<file path="src/rtl/mfbm_pkg.sv">
package mfbm_pkg;

  localparam int CHANNELS = 4;
  localparam int TAPS     = 256;

  // input field widths
  localparam int CHAN_W   = 2;
  localparam int TAPIN_W  = 8;
  localparam int COEF_W   = 18;
  localparam int SMP_W    = 16;
  localparam int S_DATA_W = 48;  // 45 payload bits padded to whole bytes

  // output field widths
  localparam int OUT_W    = 16;
  localparam int CLIP_W   = 2;
  localparam int M_DATA_W = 2 * OUT_W;

  // datapath widths
  localparam int PROD_W   = SMP_W + COEF_W;
  localparam int PART_W   = 48;

  // derived storage widths
  localparam int TW       = $clog2(TAPS);
  localparam int HDEPTH   = CHANNELS * TAPS;
  localparam int HA_W     = $clog2(HDEPTH);
  localparam int CH_W     = (CHANNELS > 1) ? $clog2(CHANNELS) : 1;
  localparam int ROW_W    = (CH_W > CHAN_W) ? CH_W : CHAN_W;
  localparam int TAPW_W   = 2 * COEF_W;  // {right, left} per tap entry

  localparam logic KIND_COEF   = 1'b0;
  localparam logic KIND_SAMPLE = 1'b1;
  localparam logic EAR_LEFT    = 1'b0;

  typedef struct packed {
    logic issue;        // read issued this cycle
    logic acc_clear;
    logic part_update;  // fold accumulators into partials
    logic part_clear;
  } mac_ctl_t;

  typedef struct packed {
    logic             clip;
    logic [OUT_W-1:0] value;
  } q15_t;

  // row * TAPS + idx, row is a channel number
  function automatic logic [HA_W-1:0] row_addr(input logic [ROW_W-1:0] row,
                                               input logic [TW-1:0] idx);
    logic [HA_W+ROW_W:0] full;
    full = (HA_W+ROW_W+1)'(row) * (HA_W+ROW_W+1)'(TAPS) + (HA_W+ROW_W+1)'(idx);
    return full[HA_W-1:0];
  endfunction

  // round Q.30 partial to Q1.15 and clamp
  function automatic q15_t to_q15(input logic signed [PART_W-1:0] part);
    logic signed [PART_W:0]    biased;
    logic signed [PART_W-15:0] shifted;
    q15_t                      res;
    biased  = (PART_W+1)'(part) + (PART_W+1)'(16384);
    shifted = biased[PART_W:15];
    if (shifted > (PART_W-14)'(32767)) begin
      res.value = 16'h7fff;
      res.clip  = 1'b1;
    end else if (shifted < -(PART_W-14)'(32768)) begin
      res.value = 16'h8000;
      res.clip  = 1'b1;
    end else begin
      res.value = shifted[OUT_W-1:0];
      res.clip  = 1'b0;
    end
    return res;
  endfunction

endpackage

</file>
<file path="src/rtl/mfbm_mac.sv">
module mfbm_mac (
  input  logic                                    clk,
  input  logic                                    rst,
  input  mfbm_pkg::mac_ctl_t                      ctl,
  input  logic [mfbm_pkg::SMP_W-1:0]              hist_rd,
  input  logic [mfbm_pkg::TAPW_W-1:0]             tap_rd,
  output logic                                    busy,
  output logic signed [mfbm_pkg::PART_W-1:0]      left_partial,
  output logic signed [mfbm_pkg::PART_W-1:0]      right_partial
);
  import mfbm_pkg::*;

  localparam logic signed [PART_W:0] PMAX = (PART_W+1)'({1'b0, {(PART_W-1){1'b1}}});
  localparam logic signed [PART_W:0] PMIN = -PMAX - (PART_W+1)'(1);

  function automatic logic signed [PART_W-1:0] sat_add(input logic signed [PART_W-1:0] a,
                                                      input logic signed [PART_W-1:0] b);
    logic signed [PART_W:0] s;
    s = (PART_W+1)'(a) + (PART_W+1)'(b);
    if (s > PMAX) begin
      return PMAX[PART_W-1:0];
    end else if (s < PMIN) begin
      return PMIN[PART_W-1:0];
    end
    return s[PART_W-1:0];
  endfunction

  logic                     v1, v2;
  logic signed [PROD_W-1:0] prod_l, prod_r;
  logic signed [PART_W-1:0] acc_l, acc_r;

  assign busy = v1 | v2;

  // stage 1: product of history word and both ear taps
  always_ff @(posedge clk) begin
    if (v1) begin
      prod_l <= $signed(hist_rd) * $signed(tap_rd[COEF_W-1:0]);
      prod_r <= $signed(hist_rd) * $signed(tap_rd[TAPW_W-1:COEF_W]);
    end
  end

  always_ff @(posedge clk) begin
    if (rst) begin
      v1            <= 1'b0;
      v2            <= 1'b0;
      acc_l         <= '0;
      acc_r         <= '0;
      left_partial  <= '0;
      right_partial <= '0;
    end else begin
      v1 <= ctl.issue;
      v2 <= v1;
      // stage 2: accumulate
      if (ctl.acc_clear) begin
        acc_l <= '0;
        acc_r <= '0;
      end else if (v2) begin
        acc_l <= acc_l + PART_W'(prod_l);
        acc_r <= acc_r + PART_W'(prod_r);
      end
      if (ctl.part_clear) begin
        left_partial  <= '0;
        right_partial <= '0;
      end else if (ctl.part_update) begin
        left_partial  <= sat_add(left_partial, acc_l);
        right_partial <= sat_add(right_partial, acc_r);
      end
    end
  end

endmodule

</file>
<file path="config.mk">
export PLATFORM = sky130hd
export DESIGN_NAME = mfbm_mac
export DESIGN_NICKNAME = d
export VERILOG_FILES = /design/src/rtl/mfbm_pkg.sv /design/src/rtl/mfbm_mac.sv
export SDC_FILE = /design/constraint.sdc
export NUM_CORES = 2
export LEC_CHECK = 0
export ABC_AREA = 1
export BUFFER_PORTS_ARGS = -buffer_cell sky130_fd_sc_hd__buf_2
export CELL_PAD_IN_SITES_DETAIL_PLACEMENT = 1
export CELL_PAD_IN_SITES_GLOBAL_PLACEMENT = 1
export CORE_MARGIN = 2
export CORE_UTILIZATION = 50
export CTS_CLUSTER_SIZE = 28
export DETAILED_ROUTE_END_ITERATION = 6
export PLACE_DENSITY_LB_ADDON = 0.1
export SYNTH_ARGS = -nofsm -noshare
export SYNTH_HDL_FRONTEND = slang
export SYNTH_SLANG_ARGS = --single-unit
export TNS_END_PERCENT = 30
</file>
<file path="constraint.sdc">
create_clock -name clk -period 20.1 [get_ports clk]
set_clock_uncertainty 0.2 [all_clocks]
set_input_delay 4.02 -clock clk [delete_from_list [all_inputs] [get_ports clk]]
set_output_delay 4.02 -clock clk [all_outputs]
set_load 0.01 [all_outputs]
</file>
==> impl_metrics.toml <==
[status]
status = "finished clean"

[synth]
post_synth.cell_area_avg_um2 = 6.833
yosys_warnings = 0
synthCells = 6718
yosysTopAreaCell = "fa_1"
yosysTopAreaCellShare = 0.2547
synthFlopType = "dfxtp_1"
synthArstFlopShare = 0
synth_edf_count = 68
syn_nets = 7722
syn_area_um2 = 45900
synth_area_leaders = "fa_1, nand2_1, inv_1"
synth.distinct_cells = 44
synth-seq-cells = 262
yosysSeqAreaShare = 0.1291

[worst_setup_path]
r2r-start = "acc_l[0]"
crit_family = "adder cells"
path_cells = "buf_2, nand2_1, fa_1, inv_1, fa_1, inv_1, fa_1, inv_1, fa_1, fa_1, inv_1, fa_1, inv_1, ha_1, nand2_1, nor2_1, nand4_1, o211ai_1, a21oi_1, o21bai_1, xor2_1"
cp-end-kind = "register"
reg2regPathDepth = 17
cp-startpoint = "hist_rd[7]"
worstPathArrival_ns = 10.17
max_stage_delay_ns = 0.71
r2r_end = "left_partial[32]"
crit_cells = 21
crit_top_cell = "fa_1"
critPathRequiredTime_ns = 20.32
worstSetupPathType = "in2reg"
path_buf_inv = 6
rrSetupSlack_ns = 15.99
startpoint_type = "input pin"
cp_max_fo = 36
cp_slowest_cell = "buf_2"
crit_end = "prod_r[25]"

[floorplan]
die_h_um = 307
fp-row-count = 111
pin_count = 155
core_area_um2 = 91390
die-area_um2 = 94250
die_w_um = 307
initial_core_util = 0.5023

[clock_tree]
cts_resized = 0
cts_setup_buffers = 0
clk_pin_slew_ns = 0.07
cts_hold_buf = 0
tritoncts = "yes"
insertion_delay_ns = 0.62
htreeDepth = 1
clock-sinks = 262
cts_buffer_depth = 3
clockRootBuffer = "clkbuf_16"
numCtsBuffers = 30

[sta]
slew_headroom = 0.3047
setup_viol = 0
tns_ns = 0
clock.fmax_ghz = 0.1006
worstMarginPinSlew_ns = 1.043
rsz0062_at_grt = "no"
period_minus_slack_ns = 9.944
fin_crit_sh = 0.4947
setup_slack_ns = 10.16
final-hold-violation-count = 0
slew_viol_final = 0

[route]
via_per_inst = 5.394
drc = 0
routed_wl_um = 157400
drtIter0Drc = 2343
ant_nets = 0
dr.pass1.iters = 5
vias = 42761
wl_per_cell_um = 19.85

[finish]
nets = 7722
n_antenna_cell = 0
drive_above_1_share = 0.04702
area_growth_syn_to_layout_pct = 5.558

[placement]
dpl.hpwl_um = 130600
io_buffer_count = 154
gp_congestion = 0.9766
dp_slack_ns = 9.480

[global_routing]
grt_util_all_layers = 0.3355
overflow = 0
antenna_found_initial = 0
grt_pass1_vias = 46704
grt_pass1_wl_um = 249600
grt_max_degree = 97

[power]
p_per_area_nw_per_um2 = 198.0
irDropWorstVdd_v = 0.0001903
p_leak_nw = 27.29

[flow_run]
maxCapViolCount = 0

[min_path]
hold_class = "reg2reg"
min-delay-start = "v1"
## synth_stat cells, drive strengths merged (12+ instances only)
master,count
a21oi,349
o21ai,315
ha,362
xor2,103
nor2,744
nor3,54
clkbuf,172
nand4,47
o211ai,17
a21o,20
inv,1567
nand2,1694
o21bai,61
dfxtp,194
nand3,192
a31oi,12
fa,584
buf,25
xnor2,67
nand3b,14
edfxtp,68
## state kept, by name, summed over array words and instances (netlist names)
name,flops
right_partial,48
acc_l,48
left_partial,48
v1,1
v2,1
acc_r,48
prod_r,34
prod_l,34
## area by class of cell
type / count / area [µm²]
tap: 1186 / 1484
fill: 12260 / 42930
clock buffer: 41 / 893.4
multi-input combinational: 4691 / 33250
clock inverter: 15 / 156.4
sequential: 262 / 5931
timing repair buffer: 165 / 853.3
inverter: 1568 / 5886
## where the power goes
part,total (mW),internal (mW),leakage [nW],switching [mW]
sequential,1.07,0.983,2.22,0.0856
clock,0.593,0.337,0.505,0.256
combinational,7.93,2.85,24.6,5.08
## cell families after synthesis
group           after synthesis  share of synthesized area
simple gates               2768                     0.2397
compound gates              807                    0.09842
buf+inv                    1765                     0.1470
flops                       262                     0.1291
fa+ha+maj                   946                     0.3534
xor+xnor                    170                    0.03244
## metal layers
metal	global-route usage	share of wire	vias to the layer above
li1	-	-	20244
met1	0.4182	0.43	21205
met2	0.6118	0.50	1018
met3	0.03156	0.042	294
met4	0.1021	0.031	0
met5	0	0	-
## how the worst min path moves through the flow
| stage | end | slack, ns | cells past startpoint |
|---|---|---|---|
| 3_3_place_gp | v2 | 0.24 | 2 |
| 6_report | v2 | 0.26 | 2 |
| 3_5_place_dp | v2 | 0.25 | 2 |
| 5_1_grt | v2 | 0.29 | 2 |
| 2_1_floorplan | acc_l[0] | 0.26 | 2 |
| 4_1_cts | v2 | 0.27 | 2 |
## stage by stage
step | power [mW] | hold slack (ns) | utilization | instances | cell area, µm²
2_1_floorplan | 6.639 | 0.2614 | - | 6718 | 45900
3_3_place_gp | 8.733 | 0.2382 | 0.5187 | 7872 | 47410
3_5_place_dp | 9.009 | 0.2540 | 0.5187 | 7872 | 47410
4_1_cts | 9.645 | 0.2660 | 0.5302 | 7928 | 48460
5_1_grt | 10.70 | 0.2882 | 0.5302 | 7928 | 48460
6_report | 9.593 | 0.2592 | 0.5302 | 7928 | 48460
## placed cells by master, fill, tap and decap left out, types with 14 or more instances in the layout
master and instances:
dfxtp_1 192, nand3_1 192, nand4_1 47, nor3_1 54, o21ai_0 315, edfxtp_1 68
nor2_1 721, inv_2 27, nand3b_1 14, buf_2 154, xnor2_1 67, a21oi_1 319
nor2_2 18, o21bai_1 61, clkbuf_16 31, o211ai_1 17, inv_1 1540, fa_1 584
nand2_1 1688, a21o_1 20, xor2_1 103, ha_1 362, a21oi_2 30
## worst register-to-register path, cell delays in order, from the launching register on
cell and delay (ns):
dfxtp_1 0.40, ha_1 0.21, inv_1 0.06, fa_1 0.41
nand3b_1 0.17, nand2_1 0.13, nand2_1 0.06, nand2_1 0.17
nand2_1 0.08, nand2_1 0.26, nand2_1 0.21, nand3_1 0.14
nand2_1 0.05, nand2_1 0.09, nor2_1 0.07, nor2_4 0.64
buf_4 0.51, a21oi_2 0.11
Power figures use the tool's default switching activity.
